$ cat src/hdl/isd_pkg.sv
// ----------------------------------------------------------------------------
// isd_pkg
// Shared types and constants of the interrupt storm detector.
// ----------------------------------------------------------------------------
package isd_pkg;

  localparam int SLOTS    = 32;
  localparam int ADDR_W   = (SLOTS > 1) ? $clog2(SLOTS) : 1;
  localparam int SLOT_W   = 5;
  localparam int IRQ_W    = 32;
  localparam int CNT_W    = 64;
  localparam int THR_W    = 32;
  localparam int ENTRY_W  = IRQ_W + CNT_W;

  localparam logic [THR_W-1:0] THRESH_RESET = 32'd1000000;

  // entry under evaluation
  typedef struct packed {
    logic              in_range;
    logic [ADDR_W-1:0] addr;
    logic [IRQ_W-1:0]  irq;
    logic [CNT_W-1:0]  cnt;
    logic              last;
  } item_t;

  // end-of-snapshot report
  typedef struct packed {
    logic             found;
    logic [IRQ_W-1:0] irq;
    logic [CNT_W-1:0] delta;
    logic             base_only;
  } result_t;

endpackage

$ cat src/hdl/isd_ram.sv
// ----------------------------------------------------------------------------
// isd_ram
// Simple dual-port RAM, one write and one registered read port.
// ----------------------------------------------------------------------------
module isd_ram #(
  parameter int DEPTH = 32,
  parameter int WIDTH = 96,
  localparam int AW   = (DEPTH > 1) ? $clog2(DEPTH) : 1
) (
  input  logic             clk_i,
  input  logic             re_i,
  input  logic [AW-1:0]    raddr_i,
  output logic [WIDTH-1:0] rdata_o,
  input  logic             we_i,
  input  logic [AW-1:0]    waddr_i,
  input  logic [WIDTH-1:0] wdata_i
);

  logic [WIDTH-1:0] mem [DEPTH];
  logic [WIDTH-1:0] rdata_q;

  always_ff @(posedge clk_i) begin
    if (we_i) begin
      mem[waddr_i] <= wdata_i;
    end
  end

  // read data holds until the next read
  always_ff @(posedge clk_i) begin
    if (re_i) begin
      rdata_q <= mem[raddr_i];
    end
  end

  assign rdata_o = rdata_q;

endmodule

$ cat src/hdl/isd_eval.sv
// ----------------------------------------------------------------------------
// isd_eval
// Compares one entry with its baseline and keeps the per-snapshot latch.
// ----------------------------------------------------------------------------
module isd_eval import isd_pkg::*; (
  input  logic             clk_i,
  input  logic             rst_ni,
  input  logic             go_i,
  input  item_t            item_i,
  input  logic [IRQ_W-1:0] base_irq_i,
  input  logic [CNT_W-1:0] base_cnt_i,
  input  logic [THR_W-1:0] threshold_i,
  output result_t          res_o
);

  logic             need_q, need_d;
  logic             found_q, found_d;
  logic [IRQ_W-1:0] found_irq_q, found_irq_d;
  logic [CNT_W-1:0] found_delta_q, found_delta_d;

  logic [CNT_W:0]   diff;
  logic [CNT_W-1:0] delta;
  logic             no_wrap;
  logic             hit;
  logic             storm;
  logic             found_now;
  logic [IRQ_W-1:0] irq_now;
  logic [CNT_W-1:0] delta_now;

  // borrow of the subtract says whether the count went backwards
  assign diff    = {1'b0, item_i.cnt} - {1'b0, base_cnt_i};
  assign delta   = diff[CNT_W-1:0];
  assign no_wrap = ~diff[CNT_W];

  assign hit   = item_i.in_range && !need_q && !found_q &&
                 (item_i.irq == base_irq_i) && no_wrap;
  assign storm = hit && (delta > {{(CNT_W-THR_W){1'b0}}, threshold_i});

  assign found_now = found_q | storm;
  assign irq_now   = storm ? item_i.irq : found_irq_q;
  assign delta_now = storm ? delta : found_delta_q;

  always_comb begin
    need_d        = need_q;
    found_d       = found_now;
    found_irq_d   = irq_now;
    found_delta_d = delta_now;
    res_o         = '0;
    if (need_q) begin
      res_o.base_only = 1'b1;
    end else if (found_now) begin
      res_o.found = 1'b1;
      res_o.irq   = irq_now;
      res_o.delta = delta_now;
    end
    if (item_i.last) begin
      need_d        = need_q ? 1'b0 : found_now;
      found_d       = 1'b0;
      found_irq_d   = '0;
      found_delta_d = '0;
    end
  end

  always_ff @(posedge clk_i or negedge rst_ni) begin
    if (!rst_ni) begin
      need_q  <= 1'b1;
      found_q <= 1'b0;
    end else if (go_i) begin
      need_q  <= need_d;
      found_q <= found_d;
    end
  end

  always_ff @(posedge clk_i) begin
    if (go_i) begin
      found_irq_q   <= found_irq_d;
      found_delta_q <= found_delta_d;
    end
  end

endmodule

$ cat src/hdl/interrupt_storm_detector.sv
// ----------------------------------------------------------------------------
// interrupt_storm_detector
// Per-slot baseline table with storm detection over successive snapshots.
// ----------------------------------------------------------------------------
//  channel | direction | handshake              | payload
//  in      | sink      | in_valid_i / in_stall_o   | entry_slot, irq_id, irq_count, last_entry
//  out     | source    | out_valid_o / out_stall_i | storm_found, storm_irq, storm_delta,
//          |           |                        | baseline_only
//  cfg     | sink      | cfg_valid_i / cfg_ready_o | storm_threshold
//
// one entry per cycle while no last entry waits: the baseline read is issued as
// a beat is taken, the compare and write-back follow from the registered stage,
// with a bypass when the next entry hits the slot just written. a last entry
// waits in the compare stage while the result register is full and stalled.
// the table has no reset and needs no clearing pass; control state clears at once.
module interrupt_storm_detector import isd_pkg::*; (
  input  logic              clk_i,
  input  logic              rst_ni,
  input  logic              in_valid_i,
  output logic              in_stall_o,
  input  logic [SLOT_W-1:0] entry_slot_i,
  input  logic [IRQ_W-1:0]  irq_id_i,
  input  logic [CNT_W-1:0]  irq_count_i,
  input  logic              last_entry_i,
  output logic              out_valid_o,
  input  logic              out_stall_i,
  output logic              storm_found_o,
  output logic [IRQ_W-1:0]  storm_irq_o,
  output logic [CNT_W-1:0]  storm_delta_o,
  output logic              baseline_only_o,
  input  logic              cfg_valid_i,
  output logic              cfg_ready_o,
  input  logic [THR_W-1:0]  cfg_wdata_i
);

  logic [THR_W-1:0]   thr_q;
  logic               s1_valid_q;
  item_t              s1_q;
  logic               fwd_q;
  logic [ENTRY_W-1:0] fwd_data_q;
  logic               out_valid_q;
  result_t            out_q;

  logic               accept;
  logic               go;
  logic               out_free;
  logic               in_range;
  logic               we;
  logic [ENTRY_W-1:0] wdata;
  logic [ENTRY_W-1:0] rdata;
  logic [ENTRY_W-1:0] base;
  result_t            res;

  assign cfg_ready_o = 1'b1;

  always_ff @(posedge clk_i or negedge rst_ni) begin
    if (!rst_ni) begin
      thr_q <= THRESH_RESET;
    end else if (cfg_valid_i) begin
      thr_q <= cfg_wdata_i;
    end
  end

  assign out_free   = !out_valid_q || !out_stall_i;
  assign go         = s1_valid_q && (!s1_q.last || out_free);
  assign in_stall_o = s1_valid_q && !go;
  assign accept     = in_valid_i && !in_stall_o;
  assign in_range   = (32'(entry_slot_i) < SLOTS);

  assign we    = go && s1_q.in_range;
  assign wdata = {s1_q.irq, s1_q.cnt};

  isd_ram #(
    .DEPTH (SLOTS),
    .WIDTH (ENTRY_W)
  ) u_table (
    .clk_i   (clk_i),
    .re_i    (accept),
    .raddr_i (ADDR_W'(entry_slot_i)),
    .rdata_o (rdata),
    .we_i    (we),
    .waddr_i (s1_q.addr),
    .wdata_i (wdata)
  );

  // bypass the slot written in the same cycle as its read
  assign base = fwd_q ? fwd_data_q : rdata;

  always_ff @(posedge clk_i or negedge rst_ni) begin
    if (!rst_ni) begin
      s1_valid_q <= 1'b0;
    end else if (accept) begin
      s1_valid_q <= 1'b1;
    end else if (go) begin
      s1_valid_q <= 1'b0;
    end
  end

  always_ff @(posedge clk_i) begin
    if (accept) begin
      s1_q.in_range <= in_range;
      s1_q.addr     <= ADDR_W'(entry_slot_i);
      s1_q.irq      <= irq_id_i;
      s1_q.cnt      <= irq_count_i;
      s1_q.last     <= last_entry_i;
      fwd_q         <= we && (s1_q.addr == ADDR_W'(entry_slot_i));
      fwd_data_q    <= wdata;
    end
  end

  isd_eval u_eval (
    .clk_i       (clk_i),
    .rst_ni      (rst_ni),
    .go_i        (go),
    .item_i      (s1_q),
    .base_irq_i  (base[ENTRY_W-1:CNT_W]),
    .base_cnt_i  (base[CNT_W-1:0]),
    .threshold_i (thr_q),
    .res_o       (res)
  );

  always_ff @(posedge clk_i or negedge rst_ni) begin
    if (!rst_ni) begin
      out_valid_q <= 1'b0;
    end else if (go && s1_q.last) begin
      out_valid_q <= 1'b1;
    end else if (!out_stall_i) begin
      out_valid_q <= 1'b0;
    end
  end

  always_ff @(posedge clk_i) begin
    if (go && s1_q.last) begin
      out_q <= res;
    end
  end

  assign out_valid_o     = out_valid_q;
  assign storm_found_o   = out_q.found;
  assign storm_irq_o     = out_q.irq;
  assign storm_delta_o   = out_q.delta;
  assign baseline_only_o = out_q.base_only;

endmodule

$ cat config.mk
export PLATFORM = sky130hd
export DESIGN_NAME = interrupt_storm_detector
export DESIGN_NICKNAME = d
export VERILOG_FILES = /design/src/hdl/isd_pkg.sv /design/src/hdl/isd_ram.sv /design/src/hdl/isd_eval.sv /design/src/hdl/interrupt_storm_detector.sv
export SDC_FILE = /design/constraint.sdc
export NUM_CORES = 2
export LEC_CHECK = 0
export BUFFER_PORTS_ARGS = -buffer_cell sky130_fd_sc_hd__buf_2
export CORE_ASPECT_RATIO = 1.4
export CORE_MARGIN = 10
export CORE_UTILIZATION = 56
export DETAILED_ROUTE_END_ITERATION = 6
export GPL_TIMING_DRIVEN = 0
export PLACE_DENSITY_LB_ADDON = 0.05
export SETUP_SLACK_MARGIN = 0.5
export SYNTH_ARGS = -nofsm -noshare
export SYNTH_HDL_FRONTEND = slang
export SYNTH_SLANG_ARGS = --single-unit
$ cat constraint.sdc
create_clock -name clk_i -period 8 [get_ports clk_i]
set_input_delay 0.8 -clock clk_i [delete_from_list [all_inputs] [get_ports clk_i]]
set_output_delay 0.8 -clock clk_i [all_outputs]
set_load 0.005 [all_outputs]
### Word level (Yosys, flattened, before mapping)

Memories as Yosys holds them, arrays and structs flattened. A register that Yosys moved wholly into a read port is not among the register bits.
Index checks and enable logic that the tools add are counted.

| word-level totals | value |
|---|---|
| register bits after elaboration | 429 |
| latch bits | 0 |
| RAM bits | 3072 |
| ROM bits | 0 |
| input port bits | 139 |
| memories | 1 |

| operators by class | value |
|---|---|
| $add $sub $neg | 1 |
| multiply operators | 0 |
| divide/modulo/power cells | 0 |
| magnitude comparators | 1 |
| eq/ne operators | 3 |
| shifts and indexed selects | 0 |
| mux-type cells | 13 |
| bitwise operators | 3 |
| reductions and logical operators | 21 |

Memory list:

| name | words | bits a word | rd ports | clocked after Yosys merged registers in | wr ports | line | RTL |
|---|---|---|---|---|---|---|---|
| u_table.mem | 32 | 96 | 1 | 1 | 1 | isd_ram.sv:19 | `logic [WIDTH-1:0] mem [DEPTH];` |

Operators with widths:

| operator | number |
|---|---|
| two-way mux 97 bit | 1 |
| two-way mux 96 bit | 1 |
| subtractor 64 x 64 -> 65 bit | 1 |
| greater-than comparator 64 x 32 -> 1 bit | 1 |
| two-way mux 64 bit | 1 |
| equality test 32 bit | 1 |
| two-way mux 32 bit | 1 |
| logical AND 1 bit | 9 |
| two-way mux 1 bit | 9 |
| logical NOT 1 bit | 7 |
| equality test 5 bit | 1 |
| logical OR 1 bit | 2 |
| inequality test 2 x 1 -> 1 bit (second input constant) | 1 |
| inverter 1 bit | 2 |
| AND reduction 2 bit | 1 |
| nonzero test 2 bit | 1 |
| OR reduction 2 bit | 1 |
| bitwise OR 1 bit | 1 |

### Depth between registers and ports, before layout

| depth | value |
|---|---|
| word-level depth | 9 |
| gate-level depth with buffers | 28 |
| depth with buffers taken out | 22 |

### By module

From an unflattened synthesis, not the netlist that was laid out.

| unflattened totals | value |
|---|---|
| cell total of the unflattened synthesis | 7569 |
| area, all modules | 143033.4 µm² |

Modules (own cells, without submodules):

| module | instances | cells each | area each (µm²) |
|---|---|---|---|
| isd_ram | 1 | 5604 | 119514.6 |
| isd_eval | 1 | 1472 | 11873.9 |
| interrupt_storm_detector | 1 | 493 | 11644.9 |

### Worst setup path after synthesis

OpenSTA, ideal clock, no wires.

| path | value |
|---|---|
| path type | in2reg |
| start point | in out_stall_i |
| end point | reg fwd_data_q[0] (enable) |
| setup time | 0.695 ns |
| data arrival time | 7.629 ns |
| required time | 7.305 ns |
| slack | -0.324 ns |
| stages on the path | 2 |
| path buffers | 0 |
| path through | nand4_1 > and2_1 |

| on the way | value |
|---|---|
| word-level cells in the longest chain between the ends | 8 |

RTL lines:

| what | line | RTL |
|---|---|---|
| start, declared | interrupt_storm_detector.sv:26 | `input logic out_stall_i,` |
| logical NOT 1 bit | - |  |
| logical OR 1 bit | interrupt_storm_detector.sv:64 | `assign out_free = !out_valid_q \|\| !out_stall_i;` |
| logical OR 1 bit | interrupt_storm_detector.sv:65 | `assign go = s1_valid_q && (!s1_q.last \|\| out_free);` |
| logical AND 1 bit | interrupt_storm_detector.sv:65 |  |
| logical NOT 1 bit | interrupt_storm_detector.sv:66 | `assign in_stall_o = s1_valid_q && !go;` |
| logical AND 1 bit | interrupt_storm_detector.sv:66 |  |
| logical NOT 1 bit | interrupt_storm_detector.sv:67 | `assign accept = in_valid_i && !in_stall_o;` |
| logical AND 1 bit | interrupt_storm_detector.sv:67 |  |
| via accept | interrupt_storm_detector.sv:44 | `logic accept;` |
| end signal, assigned | interrupt_storm_detector.sv:107 | `fwd_data_q <= wdata;` |
| end, declared | interrupt_storm_detector.sv:40 | `logic [ENTRY_W-1:0] fwd_data_q;` |

The timed path passes the listed nets, and every way through them passes these cells.
A chain may end at the register's enable or synchronous reset.

### Worst setup path after layout

| path | value |
|---|---|
| start point | reg fwd_q |
| end point | reg out_q (netlist bit storm_delta_o[13]) (data pin) |

| on the way | value |
|---|---|
| word-level cells in the longest chain between the ends | 8 |
| elaborated cells between the ends (all ways) | 12 |
| classes of those cells | add/sub (1); order compare (1); eq/ne (1); mux (2); bitwise (3); reduce/logical (4) |

RTL lines:

| what | line | RTL |
|---|---|---|
| start, declared | interrupt_storm_detector.sv:39 | `logic fwd_q;` |
| start signal, assigned | interrupt_storm_detector.sv:106 | `fwd_q <= we && (s1_q.addr == ADDR_W'(entry_slot_i));` |
| two-way mux 96 bit (*) | interrupt_storm_detector.sv:87 | `assign base = fwd_q ? fwd_data_q : rdata;` |
| branches (longest 7 deep; another with subtractor 64 x 64 -> 65 bit) | - |  |
| end signal, assigned | interrupt_storm_detector.sv:134 | `out_q <= res;` |
| end, declared | interrupt_storm_detector.sv:42 | `result_t out_q;` |

Mark *: on every way between the ends.

==> impl_metrics.json <==
{
  "outcome": "finished clean",
  "floorplan.die_area_mm2": 0.275,
  "n_fill_cell": 16600,
  "path_clk_slew_ns": 0.07,
  "powerDensity_mw_per_mm2": 247,
  "path_class": "reg -> reg",
  "fmaxAchievable_ghz": 0.137,
  "syn_inst": 6479,
  "io-pin-count": 240,
  "bufs_and_invs_on_worst_path": 5,
  "critical-path-top-delay-family": "compound AO/OA/AOI/OAI gates",
  "ys_seq_elements": 3597,
  "synth_edf_count": 3561,
  "htree_num_levels": 5,
  "place_congestion": 0.905,
  "final-instance-count-excl-fill": 10800,
  "grt_usage_pct": 29.3,
  "synthTopCellsByArea": "edfxtp_1, mux4_2, mux2i_1",
  "grt_max_degree": 66,
  "critPathMaxStageDelay_ns": 0.43,
  "areaGrowthSynthToFinish_pct": 14.7,
  "crit_path_end_kind": "register",
  "critPathMaxFanout": 10,
  "slew_viol_final": 0,
  "cts_root_buffer": "clkbuf_16",
  "period_minus_slack_ns": 7.28,
  "number_of_global_route_vias_before_repair": 72700,
  "die_h_um": 616,
  "total_cell_area_at_the_placement_stage_mm2": 0.152,
  "power_mw": 40.2,
  "place.port_buffers": 237,
  "synthDominantCellAreaShare_pct": 75.2,
  "synth.cell_area_mm2": 0.142,
  "worst_hold_slack_ns": 0.0647,
  "max-vdd-ir-drop_v": 0.000230,
  "clkSinkCount": 3597,
  "synth-main-ff-cell": "edfxtp_1",
  "timing.final.setup_violations": 0,
  "routed_wl_um": 404000,
  "initial_utilization_pct": 56.3,
  "timing.max_cap.violations": 0,
  "synthesis.yosys.warnings": 0,
  "post-route-worst-setup-slack_ns": 0.715,
  "dp.cells": 10200,
  "std_cell_rows": 218,
  "grt_antenna_before_repair": 20,
  "clockBufferDepth": 4,
  "avgRoutedWirePerCell_um": 37.3,
  "worst_slew_pin_slew_ns": 1.40,
  "timing.hold.worst.class": "in -> async",
  "arrival_time_of_data_at_the_critical_path_endpoint_ns": 7.88,
  "synth_cell_type_count": 81,
  "clock_tree_from_tritoncts": "done",
  "worstPathRequired_ns": 8.60,
  "routed-via-count": 71900,
  "post_route_cells_drive_above_1_share_pct": 27.9,
  "grt_pass1_wl_um": 564000,
  "drc_errors": 0,
  "finalSetupTns_ns": 0,
  "grt_setup_unrepaired": "no",
  "detailedRoute.firstPassIterationCount": 7,
  "max-slew-margin-rel_pct": 6.47,
  "cts_buffers": 338,
  "vias_per_cell": 6.64,
  "worst_skew_pair.late_latency_ns": 0.91,
  "grt_remaining_overflow": 0,
  "mostFrequentLayoutCells": "edfxtp_1, mux4_2, clkbuf_16",
  "finalClockSkew_ns": 0.0563,
  "cellLeakagePower_nw": 52.1,
  "mostFrequentLayoutCell": "edfxtp_1",
  "period_utilisation_layout_pct": 91.1,
  "crit_slowest_cell": "fa_1",
  "detailed_place_hpwl_um": 273000,
  "report.final.hold_viol_count": 0,
  "postLayoutCoreUtil_pct": 64.6,
  "mappedNetlistNets": 6715,
  "synth_top_cell_by_area": "edfxtp_1",
  "num-nets-final": 7500,
  "drt_iter0_drc": 9631,
  "synth_area_per_cell_um2": 21.9,
  "start_kind": "register",
  "die_width_um": 446,
  "cts_hold_buffers": 0,
  "layout.cell_area.non_filler_mm2": 0.163,
  "ys_seq_area_share_pct": 75.9,
  "drt.antenna.violating_nets": 0,
  "placeableCoreArea_mm2": 0.252,
  "dp_worst_setup_slack_ns": -1.91,
  "async_set_or_reset_register_ratio_after_synthesis_pct": 1.00
}
state kept, by name, indices dropped and copies added (netlist names):
signal,count
u_table.mem,3072
storm_delta_o,64
u_eval.found_q,1
storm_irq_o,32
s1_q,102
u_eval.found_delta_q,64
thr_q,32
fwd_data_q,96
fwd_q,1
u_eval.found_irq_q,32
u_table.rdata_o,96
baseline_only_o,1
u_eval.need_q,1
out_valid_o,1
s1_valid_q,1
storm_found_o,1
where the power goes:
part | switching [mW] | total, mW | internal (mW)
clock | 6.95 | 15.8 | 8.89
combinational | 1.73 | 2.87 | 1.14
sequential | 0.406 | 21.5 | 21.1
synth_stat cells (4+ instances only):
cell and count:
edfxtp_1 3561, o21bai_1 10, nand3_1 23, a21oi_1 113, o22ai_1 8, a31oi_1 12
nor3_1 19, buf_2 16, and4_1 4, nand3b_1 5, mux4_2 960, ha_1 96
o21ai_1 22, or3b_2 4, xor2_1 26, a22o_1 79, mux2i_1 173, dfrtp_1 28
buf_6 15, or3_1 11, a211oi_1 4, o31ai_1 6, nand2_1 152, nand4_1 50
buf_1 66, clkbuf_1 252, nand2b_1 182, mux2_2 100, nor2b_1 11, inv_1 53
dfstp_2 8, o21a_1 10, nor4_1 18, o21ai_0 85, o211ai_1 9, nor2_1 119
a21o_1 27, xnor2_1 65, mux2_1 7
timing repair:
item,CTS,global route
buffers inserted,4,0
pin swaps,1,1
gates resized for setup,17,9
endpoints found under the setup margin,195,175
routing by layer:
metal	part of all wire [%]	global-route usage, %	vias up
met3	8.1	5.19	817
met1	37	39.1	38600
li1	-	-	28800
met4	5.8	14.0	4
met2	49	47.2	3709
met5	0.0077	0	-
final timing paths:
check / start / endpoint / slack (ns) / cells past startpoint
worst min-delay path: rst_ni / thr_q[30] / 0.06 / 1
worst max register to register: fwd_q / storm_delta_o[13] / 0.72 / 25
worst max-delay path: fwd_q / storm_delta_o[13] / 0.72 / 25
worst min register to register: u_eval.found_q / u_eval.found_q / 0.50 / 2
min in group clk_i: irq_count_i[30] / s1_q[31] / 0.07 / 1
max in group asynchronous: rst_ni / u_eval.found_q / 7.27 / 1
layout make-up:
| type | instances | area (um^2) | share of cell area (%) |
|---|---|---|---|
| clock inverters | 170 | 1650 | 1.01 |
| flip-flops and latches | 3597 | 108000 | 66.2 |
| repair buffers | 445 | 5680 | 3.48 |
| clock buffers | 432 | 9000 | 5.52 |
| diodes | 8 | 20.0 | 0.0123 |
| multi-input cells | 2477 | 32900 | 20.2 |
| well taps | 3300 | 4130 | 2.53 |
| plain buffers | 351 | 1530 | 0.938 |
| inverters | 54 | 208 | 0.127 |
logic make-up after synthesis:
family                     after synthesis  share of synthesized area (%)
adders and majority gates               97                          0.859
buffers and inverters                  405                           1.17
and+or+nand+nor                        617                           2.26
other                                    1                        0.00264
muxes                                 1240                           17.3
DFF                                   3597                           75.9
xor gates and xnor gates                91                          0.561
AOI/OAI and AO/OA                      431                           2.01
worst reg2reg max path: stages (launching register included):
cell and delay (ns):
edfxtp_1 0.32, clkbuf_4 0.23, buf_8 0.23, clkbuf_8 0.31, mux2_2 0.41, ha_1 0.22, fa_1 0.43, nand2b_1 0.18
a21oi_1 0.33, o21ai_1 0.27, a21oi_1 0.26, nor2_2 0.13, xnor2_1 0.42, ha_1 0.32, and4_1 0.21, a221o_1 0.32
nand2_1 0.08, o211a_1 0.24, a22oi_1 0.17, nor4bb_1 0.35, nand4b_1 0.19, nor4_4 0.35, a41oi_2 0.19, buf_4 0.28
buf_6 0.20, a22o_1 0.36
Note: power is estimated with default switching activity, not from simulation.
